==> src/hw/rtl/parse_date_time_to_epoch_defines.svh <==
// Assertion macros shared by the timestamp parser RTL.
// Each macro expects signals named clk and rst in the scope where it is used.
`ifndef PARSE_DATE_TIME_TO_EPOCH_DEFINES_SVH
`define PARSE_DATE_TIME_TO_EPOCH_DEFINES_SVH

// The consequent must hold in the same cycle as the antecedent.
`define PDTE_ASSERT_SAME(label, ante, cons) \
  label: assert property (@(posedge clk) disable iff (rst) (ante) |-> (cons)) \
    else $error("pdte assertion failed");

// The consequent must hold in the cycle after the antecedent.
`define PDTE_ASSERT_NEXT(label, ante, cons) \
  label: assert property (@(posedge clk) disable iff (rst) (ante) |=> (cons)) \
    else $error("pdte assertion failed");

`endif

==> src/hw/rtl/pdte_pkg.sv <==
// Shared types for the timestamp parser.
// No dependencies; the scanner, the calculator and the top level import this package.
package pdte_pkg;

  typedef enum logic [1:0] {
    STATUS_OK        = 2'd0,
    STATUS_MALFORMED = 2'd1,
    STATUS_RANGE     = 2'd2
  } status_t;

  // Field values of one complete text, handed from the scanner to the calculator.
  typedef struct packed {
    logic [13:0] year;
    logic [6:0]  month;
    logic [6:0]  day;
    logic [6:0]  hour;
    logic [6:0]  minute;
    logic [6:0]  second;
    logic        malformed;
  } fields_t;

endpackage

==> src/hw/rtl/pdte_if.sv <==
// Valid/ready channel interfaces for the timestamp parser.
// Character input words and result output words; no dependencies.
interface pdte_char_if;
  logic       valid;
  logic       ready;
  logic [7:0] ch;
  logic       is_last;

  modport source (output valid, output ch, output is_last, input ready);
  modport sink (input valid, input ch, input is_last, output ready);
endinterface

interface pdte_result_if;
  logic              valid;
  logic              ready;
  logic [1:0]        status;
  logic signed [38:0] epoch_seconds;

  modport source (output valid, output status, output epoch_seconds, input ready);
  modport sink (input valid, input status, input epoch_seconds, output ready);
endinterface

==> src/hw/rtl/parse_date_time_to_epoch.sv <==
// Timestamp text parser: "YYYY-MM-DD", "YYYY-MM-DD HH:MM" or "YYYY-MM-DD HH:MM:SS"
// to signed seconds since 1970-01-01 00:00:00 UTC. Depends on pdte_pkg, pdte_if,
// pdte_scan, pdte_calc and parse_date_time_to_epoch_defines.svh.
//
// The chars channel takes one character word per cycle while chars.ready is high; is_last
// marks the final character of a text. Every accepted character updates the scanner's
// counters at once, so a text streams in at one word per cycle with no gaps unless chars.ready drops.
// The result channel gives one word per text: a status (ok, malformed, out of
// range) and epoch_seconds, which is zero unless the status is ok.
// The final character's fields pass through the f1, s2, s3 and output registers in
// that order before the result word turns valid. Throughput: one character per cycle,
// and one text per cycle even for one-character texts, set by the four-stage
// calculator pipeline, while the receiver does not stall.
// When the receiver stalls, finished results hold in the pipeline; characters keep
// flowing while any stage is empty, and chars.ready drops only once all four stages
// hold results.
// A synchronous reset clears the scanner and empties the pipeline; the block is
// ready for a new text in the cycle after reset.
`include "parse_date_time_to_epoch_defines.svh"

module parse_date_time_to_epoch import pdte_pkg::*; (
  input  logic          clk,
  input  logic          rst,
  pdte_char_if.sink     chars,
  pdte_result_if.source result
);

  logic    accept;
  logic    calc_ready;
  fields_t fields;

  // The calculator's first stage must have room, since the word may be the last one.
  assign chars.ready = calc_ready;
  assign accept      = chars.valid && chars.ready;

  pdte_scan u_scan (
    .clk     (clk),
    .rst     (rst),
    .accept  (accept),
    .ch      (chars.ch),
    .is_last (chars.is_last),
    .fields  (fields)
  );

  pdte_calc u_calc (
    .clk    (clk),
    .rst    (rst),
    .load   (accept && chars.is_last),
    .fields (fields),
    .ready  (calc_ready),
    .result (result)
  );

  // A failed text never carries seconds.
  `PDTE_ASSERT_SAME(a_zero_on_error, result.valid && (result.status != STATUS_OK), result.epoch_seconds == 39'sd0)

  // A valid date lies within years 1 to 9999.
  `PDTE_ASSERT_SAME(a_ok_in_range, result.valid && (result.status == STATUS_OK), (result.epoch_seconds >= -39'sd62135596800) && (result.epoch_seconds <= 39'sd253402300799))

  // Right after reset the pipeline is empty and characters are taken.
  `PDTE_ASSERT_SAME(a_ready_after_reset, $past(rst), chars.ready && !result.valid)

endmodule

==> src/hw/rtl/pdte_scan.sv <==
// Character scanner: position counter, digit accumulators and format check.
// Depends on pdte_pkg.
module pdte_scan import pdte_pkg::*; (
  input  logic       clk,
  input  logic       rst,
  input  logic       accept,
  input  logic [7:0] ch,
  input  logic       is_last,
  output fields_t    fields
);

  localparam logic [7:0] CH_ZERO  = 8'h30;
  localparam logic [7:0] CH_NINE  = 8'h39;
  localparam logic [7:0] CH_DASH  = 8'h2D;
  localparam logic [7:0] CH_SPACE = 8'h20;
  localparam logic [7:0] CH_COLON = 8'h3A;
  localparam logic [4:0] LAST_POS = 5'd19;
  localparam logic [4:0] LEN_DATE = 5'd10;
  localparam logic [4:0] LEN_HM   = 5'd16;
  localparam logic [4:0] LEN_HMS  = 5'd19;

  logic [4:0]  pos, pos_next, len;
  logic [13:0] year, year_next;
  logic [6:0]  month, month_next, day, day_next;
  logic [6:0]  hour, hour_next, minute, minute_next, second, second_next;
  logic        ferr, ferr_next, bad, is_digit;
  logic [3:0]  digit;

  function automatic logic [6:0] mac7(input logic [6:0] acc, input logic [3:0] d);
    logic [6:0] t;
    t = acc * 7'd10;
    return t + {3'b000, d};
  endfunction

  function automatic logic [13:0] mac14(input logic [13:0] acc, input logic [3:0] d);
    logic [13:0] t;
    t = acc * 14'd10;
    return t + {10'd0, d};
  endfunction

  always_comb begin
    is_digit    = (ch >= CH_ZERO) && (ch <= CH_NINE);
    digit       = ch[3:0];
    year_next   = year;
    month_next  = month;
    day_next    = day;
    hour_next   = hour;
    minute_next = minute;
    second_next = second;
    bad         = 1'b0;
    case (pos)
      5'd0, 5'd1, 5'd2, 5'd3: begin
        if (is_digit) year_next = mac14(year, digit);
        else bad = 1'b1;
      end
      5'd5, 5'd6: begin
        if (is_digit) month_next = mac7(month, digit);
        else bad = 1'b1;
      end
      5'd8, 5'd9: begin
        if (is_digit) day_next = mac7(day, digit);
        else bad = 1'b1;
      end
      5'd11, 5'd12: begin
        if (is_digit) hour_next = mac7(hour, digit);
        else bad = 1'b1;
      end
      5'd14, 5'd15: begin
        if (is_digit) minute_next = mac7(minute, digit);
        else bad = 1'b1;
      end
      5'd17, 5'd18: begin
        if (is_digit) second_next = mac7(second, digit);
        else bad = 1'b1;
      end
      5'd4, 5'd7:   bad = (ch != CH_DASH);
      5'd10:        bad = (ch != CH_SPACE);
      5'd13, 5'd16: bad = (ch != CH_COLON);
      default:      bad = 1'b1;
    endcase
    ferr_next = ferr | bad;
    len       = pos + 5'd1;
    pos_next  = (pos < LAST_POS) ? len : LAST_POS;

    fields.year      = year_next;
    fields.month     = month_next;
    fields.day       = day_next;
    fields.hour      = hour_next;
    fields.minute    = minute_next;
    fields.second    = second_next;
    fields.malformed = ferr_next || (pos >= LAST_POS) ||
                       !((len == LEN_DATE) || (len == LEN_HM) || (len == LEN_HMS));
  end

  // A final character hands its fields on and clears the scanner for the next text.
  always_ff @(posedge clk) begin
    if (rst || (accept && is_last)) begin
      pos    <= '0;
      year   <= '0;
      month  <= '0;
      day    <= '0;
      hour   <= '0;
      minute <= '0;
      second <= '0;
      ferr   <= 1'b0;
    end else if (accept) begin
      pos    <= pos_next;
      year   <= year_next;
      month  <= month_next;
      day    <= day_next;
      hour   <= hour_next;
      minute <= minute_next;
      second <= second_next;
      ferr   <= ferr_next;
    end
  end

endmodule

==> src/hw/rtl/pdte_calc.sv <==
// Four-stage calculator: range checks, calendar day count and seconds since 1970.
// Depends on pdte_pkg and pdte_if.
module pdte_calc import pdte_pkg::*; (
  input  logic                 clk,
  input  logic                 rst,
  input  logic                 load,
  input  fields_t              fields,
  output logic                 ready,
  pdte_result_if.source        result
);

  // floor(x / 100) equals (x * RECIP_100) >> RECIP_SHIFT for every 14-bit x.
  localparam logic [27:0] RECIP_100   = 28'd10486;
  localparam int          RECIP_SHIFT = 20;
  localparam logic signed [23:0] DAYS_TO_EPOCH = 24'sd719468;

  typedef struct packed {
    logic [13:0] year;
    logic [13:0] yy;
    logic [7:0]  qy;
    logic [7:0]  qyy;
    logic [3:0]  month;
    logic [6:0]  day;
    logic [8:0]  doy;
    logic [16:0] sod;
    logic        malformed;
    logic        range_err;
  } s2_t;

  typedef struct packed {
    logic signed [23:0] days;
    logic [16:0]        sod;
    status_t            status;
  } s3_t;

  // Days from March 1 to the first of each month.
  function automatic logic [8:0] month_start(input logic [3:0] m);
    case (m)
      4'd1:    return 9'd306;
      4'd2:    return 9'd337;
      4'd4:    return 9'd31;
      4'd5:    return 9'd61;
      4'd6:    return 9'd92;
      4'd7:    return 9'd122;
      4'd8:    return 9'd153;
      4'd9:    return 9'd184;
      4'd10:   return 9'd214;
      4'd11:   return 9'd245;
      4'd12:   return 9'd275;
      default: return 9'd0;
    endcase
  endfunction

  function automatic logic [4:0] month_len(input logic [3:0] m, input logic leap);
    case (m)
      4'd2:                      return leap ? 5'd29 : 5'd28;
      4'd4, 4'd6, 4'd9, 4'd11:   return 5'd30;
      default:                   return 5'd31;
    endcase
  endfunction

  logic    v1, v2, v3, vo;
  logic    r1, r2, r3, ro;
  fields_t f1;
  s2_t     s2, s2_next;
  s3_t     s3, s3_next;

  logic [27:0] prod_y, prod_yy;
  logic [13:0] qy100;
  logic        leap, day_err;
  logic [22:0] day_sum;
  logic signed [38:0] days_w, epoch;
  logic [1:0]  status_q;
  logic signed [38:0] epoch_q;

  // Stage 1: divide-by-100 products, simple range checks, day of year, time of day.
  always_comb begin
    s2_next.year  = f1.year;
    s2_next.yy    = (f1.month <= 7'd2) ? f1.year - 14'd1 : f1.year;
    prod_y        = 28'(f1.year) * RECIP_100;
    prod_yy       = 28'(s2_next.yy) * RECIP_100;
    s2_next.qy    = prod_y[RECIP_SHIFT +: 8];
    s2_next.qyy   = prod_yy[RECIP_SHIFT +: 8];
    s2_next.month = f1.month[3:0];
    s2_next.day   = f1.day;
    s2_next.doy   = month_start(f1.month[3:0]) + 9'(f1.day) - 9'd1;
    s2_next.sod   = 17'(f1.hour) * 17'd3600 + 17'(f1.minute) * 17'd60 + 17'(f1.second);
    s2_next.malformed = f1.malformed;
    s2_next.range_err = (f1.year == 14'd0) || (f1.year > 14'd9999) ||
                        (f1.month == 7'd0) || (f1.month > 7'd12) ||
                        (f1.day == 7'd0) || (f1.hour > 7'd23) ||
                        (f1.minute > 7'd59) || (f1.second > 7'd59);
  end

  // Stage 2: leap rule, month length, day count relative to 1970-01-01.
  always_comb begin
    qy100   = 14'(s2.qy) * 14'd100;
    leap    = (s2.year[1:0] == 2'b00) && ((s2.year != qy100) || (s2.qy[1:0] == 2'b00));
    day_err = s2.day > 7'(month_len(s2.month, leap));
    day_sum = 23'(s2.yy) * 23'd365 + 23'(s2.yy >> 2) + 23'(s2.qyy >> 2) -
              23'(s2.qyy) + 23'(s2.doy);
    s3_next.days = $signed({1'b0, day_sum}) - DAYS_TO_EPOCH;
    s3_next.sod  = s2.sod;
    if (s2.malformed) s3_next.status = STATUS_MALFORMED;
    else if (s2.range_err || day_err) s3_next.status = STATUS_RANGE;
    else s3_next.status = STATUS_OK;
  end

  // Stage 3: scale days to seconds and add the time of day.
  always_comb begin
    days_w = 39'(s3.days);
    epoch  = days_w * 39'sd86400 + 39'(s3.sod);
    if (s3.status != STATUS_OK) epoch = '0;
  end

  // Each stage moves on when the next one is empty or moving, so bubbles close up.
  assign ro    = !vo || result.ready;
  assign r3    = !v3 || ro;
  assign r2    = !v2 || r3;
  assign r1    = !v1 || r2;
  assign ready = r1;

  always_ff @(posedge clk) begin
    if (rst) begin
      v1 <= 1'b0;
      v2 <= 1'b0;
      v3 <= 1'b0;
      vo <= 1'b0;
    end else begin
      if (r1) v1 <= load;
      if (r2) v2 <= v1;
      if (r3) v3 <= v2;
      if (ro) vo <= v3;
    end
  end

  always_ff @(posedge clk) begin
    if (r1 && load) f1 <= fields;
    if (r2 && v1) s2 <= s2_next;
    if (r3 && v2) s3 <= s3_next;
    if (ro && v3) begin
      status_q <= s3.status;
      epoch_q  <= epoch;
    end
  end

  assign result.valid         = vo;
  assign result.status        = status_q;
  assign result.epoch_seconds = epoch_q;

endmodule
==> src/flat_wrapper.sv <==
// flat-port wrapper written by rule: the top's interface ports become plain ports
module parse_date_time_to_epoch_flat import pdte_pkg::*;
  (clk, rst, chars_valid, chars_ch, chars_is_last, chars_ready, result_valid, result_status, result_epoch_seconds, result_ready);
  pdte_char_if chars_i ();
  pdte_result_if result_i ();
  input  logic clk;
  input  logic rst;
  input wire logic [$bits(chars_i.valid)-1:0] chars_valid;
  input wire logic [$bits(chars_i.ch)-1:0] chars_ch;
  input wire logic [$bits(chars_i.is_last)-1:0] chars_is_last;
  output wire logic [$bits(chars_i.ready)-1:0] chars_ready;
  output wire logic [$bits(result_i.valid)-1:0] result_valid;
  output wire logic [$bits(result_i.status)-1:0] result_status;
  output wire logic [$bits(result_i.epoch_seconds)-1:0] result_epoch_seconds;
  input wire logic [$bits(result_i.ready)-1:0] result_ready;
  assign chars_i.valid = chars_valid;
  assign chars_i.ch = chars_ch;
  assign chars_i.is_last = chars_is_last;
  assign chars_ready = chars_i.ready;
  assign result_valid = result_i.valid;
  assign result_status = result_i.status;
  assign result_epoch_seconds = result_i.epoch_seconds;
  assign result_i.ready = result_ready;
  parse_date_time_to_epoch u_core (.clk(clk), .rst(rst), .chars(chars_i), .result(result_i));
endmodule
==> config.mk <==
export PLATFORM = sky130hd
export DESIGN_NAME = parse_date_time_to_epoch_flat
export DESIGN_NICKNAME = d
export VERILOG_FILES = /design/src/hw/rtl/pdte_pkg.sv /design/src/hw/rtl/pdte_if.sv /design/src/hw/rtl/parse_date_time_to_epoch.sv /design/src/hw/rtl/pdte_scan.sv /design/src/hw/rtl/pdte_calc.sv /design/src/flat_wrapper.sv
export VERILOG_INCLUDE_DIRS = /design/src /design/src/hw/rtl
export SDC_FILE = /design/constraint.sdc
export NUM_CORES = 2
export LEC_CHECK = 0
export ABC_CLOCK_PERIOD_IN_PS = 9300
export BUFFER_PORTS_ARGS = -buffer_cell sky130_fd_sc_hd__buf_2
export CAP_MARGIN = 20
export CORE_ASPECT_RATIO = 1.1
export CORE_MARGIN = 1.5
export CORE_UTILIZATION = 34
export DETAILED_ROUTE_END_ITERATION = 6
export GPL_ROUTABILITY_DRIVEN = 0
export GPL_TIMING_DRIVEN = 1
export PLACE_DENSITY = 0.59
export SYNTH_ARGS = -nofsm -noshare
export SYNTH_HDL_FRONTEND = slang
export SYNTH_SLANG_ARGS = --single-unit
==> constraint.sdc <==
create_clock -name clk -period 9.3 [get_ports clk]
set_input_delay 2.79 -clock clk [delete_from_list [all_inputs] [get_ports clk]]
set_output_delay 2.79 -clock clk [all_outputs]
set_load 0.01 [all_outputs]
==> results.json <==
{
  "arrival_ps": 7950,
  "syn_inst": 3222,
  "worst_setup_path_end_kind": "register",
  "firstDrtPassIters": 5,
  "finalCriticalPeriod_ps": 7640,
  "synthFlopType": "edfxtp_1",
  "synthesis.nets": 4126,
  "ys_seq_elements": 285,
  "rsz0062_at_grt": "false",
  "cap_violations": 0,
  "status": "finished, final reports clean",
  "required_ps": 9610,
  "final_nets": 4187,
  "via_count": 21000,
  "htree_levels": 2,
  "cp_max_fo": 9,
  "cts_buffer_depth": 3,
  "criticalPathCategory": "register to register",
  "hold_buffers": 0,
  "finalSetupViolations": 0,
  "slowest_stage": "xnor2_1",
  "viasPerCell": 4.58,
  "drc": 0,
  "cts_tree": "built",
  "synth.yosys.seq_area_share_pct": 24.3,
  "clock_skew_ps": 39.7,
  "synth.avg_cell_area_um2": 10.1,
  "path_delay_family": "adder cells",
  "grt_pass1_vias": 21300,
  "ant_nets": 0,
  "async_flop_share_pct": 0,
  "grt_use_total_pct": 13.7,
  "finalCritPeriodShare_pct": 82.2,
  "cts_resized": 0,
  "syn-cell-area_um2": 32500,
  "n_antenna_cell": 0,
  "rows": 118,
  "fp.dieW_um": 298,
  "cp_num_buf_inv": 7,
  "dp_hpwl_um": 54800,
  "crit_top_cell": "inv_1",
  "yosys_warnings": 0,
  "grt_max_degree": 60,
  "io_pins": 56,
  "maxSlewHeadroom_pct": 31.9,
  "cp-start-kind": "register",
  "grt_pass1_wl_um": 109000,
  "critical-path-max-stage-delay_ps": 720,
  "synth.distinct_cells": 93,
  "cts_root_buf": "clkbuf_16",
  "port_buffers": 55,
  "overflow": 0,
  "routed_wl_um": 65600,
  "reg2reg_slack_ps": 1660,
  "max_freq_ghz": 0.131,
  "path_clk_slew_ps": 60,
  "fp.dieArea_um2": 97400,
  "drive_above_1_share_pct": 5.89,
  "hold_viol_final": 0,
  "antenna_found_initial": 0,
  "hp-class": "register to register",
  "start_util_pct": 34.4,
  "core_um2": 94300,
  "synth-edff-count": 217,
  "clk-insertion-delay-late_ps": 570,
  "numCtsBuffers": 36,
  "drtIter0Drc": 775,
  "final-max-slew-violation-count": 0,
  "die_y_um": 327,
  "postCtsSetupBuffers": 0,
  "wl_per_cell_um": 14.4,
  "areaGrowthSynthToFinish_pct": 9.08,
  "cts.sinks": 285,
  "fin_setup_tns_ps": 0,
  "tightest_slew_ps": 1010
}
==> layout make-up <==
type / count / area (um^2)
Multi-Input combinational cell: 2171 / 21700
Sequential cell: 285 / 7880
Fill cell: 9353 / 58900
Inverter: 718 / 2700
Tap cell: 1260 / 1580
Clock inverter: 18 / 206
Clock buffer: 48 / 997
Timing Repair Buffer: 71 / 395
==> worst reg2reg max path: cells and delay by family, from the launching register on <==
kind	cells	cell delay, ps
AO/OA/AOI/OAI	10	1950
XOR/XNOR	2	800
adder cells (fa/ha/maj)	7	2660
buffers and inverters	7	740
flip-flops	1	550
AND/OR/NAND/NOR	4	660
==> cell usage in the layout (no fill, tap or decap), drive strengths merged, types with 71 or more instances in the layout <==
cell type  synthesis  routed
a21oi            152     152
buf               16      71
xnor2            173     173
inv              718     723
nand2            123     123
o21ai             88      88
ha               578     578
nor2             193     193
edfxtp           217     217
fa               313     313
==> flip-flops by register name (all words and copies together) (netlist names), named ones only <==
signal                              flops
u_core.u_calc.v2                        1
u_core.u_calc.v1                        1
u_core.u_calc.days_w                   24
u_core.u_calc.f1                       50
u_core.u_calc.s3                       19
u_core.u_scan.month                     7
u_core.u_calc.result.epoch_seconds     39
u_core.u_calc.result.status             2
u_core.u_scan.ferr                      1
u_core.u_scan.pos                       5
u_core.u_calc.v3                        1
u_core.u_scan.day                       7
u_core.u_scan.second                    7
u_core.u_calc.result.valid              1
u_core.u_scan.hour                      7
u_core.u_scan.minute                    7
u_core.u_scan.year                     14
u_core.u_calc.s2                       83
==> worst paths after layout <==
check                       startpoint                   end  cells after the start
setup reg to reg  u_core.u_calc.f1[39]  u_core.u_calc.s2[46]                     30
hold reg to reg    u_core.u_calc.s2[4]   u_core.u_calc.s3[4]                      0
hold / removal     u_core.u_calc.s2[4]   u_core.u_calc.s3[4]                      0
setup / recovery  u_core.u_calc.f1[39]  u_core.u_calc.s2[46]                     30
==> cell families after synthesis <==
| group | count (synthesis) | share of synthesized area (%) |
|---|---|---|
| multiplexers | 34 | 1.14 |
| AND/OR/NAND/NOR | 547 | 8.27 |
| AO/OA/AOI/OAI | 467 | 9.40 |
| adder cells (fa/ha/maj) | 891 | 41.6 |
| flip-flops | 285 | 24.3 |
| buffers and inverters | 766 | 9.08 |
| XOR/XNOR | 232 | 6.30 |
==> metrics by stage <==
step | std cells | area [um^2] | util, % | worst slack [ps] | hold slack [ps]
5_1_grt | 4571 | 35400 | 37.6 | 992 | 421
6_report | 4571 | 35400 | 37.6 | 1660 | 418
3_5_place_dp | 4503 | 34200 | 36.3 | 1610 | 405
2_1_floorplan | 3222 | 32500 | - | 2010 | 400
3_3_place_gp | 4503 | 34200 | 36.3 | 1710 | 401
4_1_cts | 4569 | 35400 | 37.5 | 1560 | 420
==> routing by layer <==
layer | vias up | global-route usage, % | wire length [um] | part of all wire, %
met4 | 0 | 2.99 | 1110 | 1.7
met5 | - | 0 | 0 | 0
met3 | 58 | 1.62 | 2020 | 3.1
li1 | 10700 | - | - | -
met2 | 230 | 24.4 | 32000 | 49
met1 | 9921 | 17.8 | 30500 | 46
==> Yosys cell counts (all sizes together), types with 34 or more instances <==
master	n	share of area, %
nand3	34	0.54
a21o	51	1.2
ha	578	22
nor2	193	2.2
fa	313	19
a21oi	152	2.4
xor2	59	1.6
xnor2	173	4.7
dfxtp	68	4.2
inv	718	8.3
nor3	54	0.83
edfxtp	217	20
nand2	123	1.4
o21ai	88	1.4
Power is not shown: default switching activity piles up to over one toggle a cycle in this logic, so the estimate is an artifact.
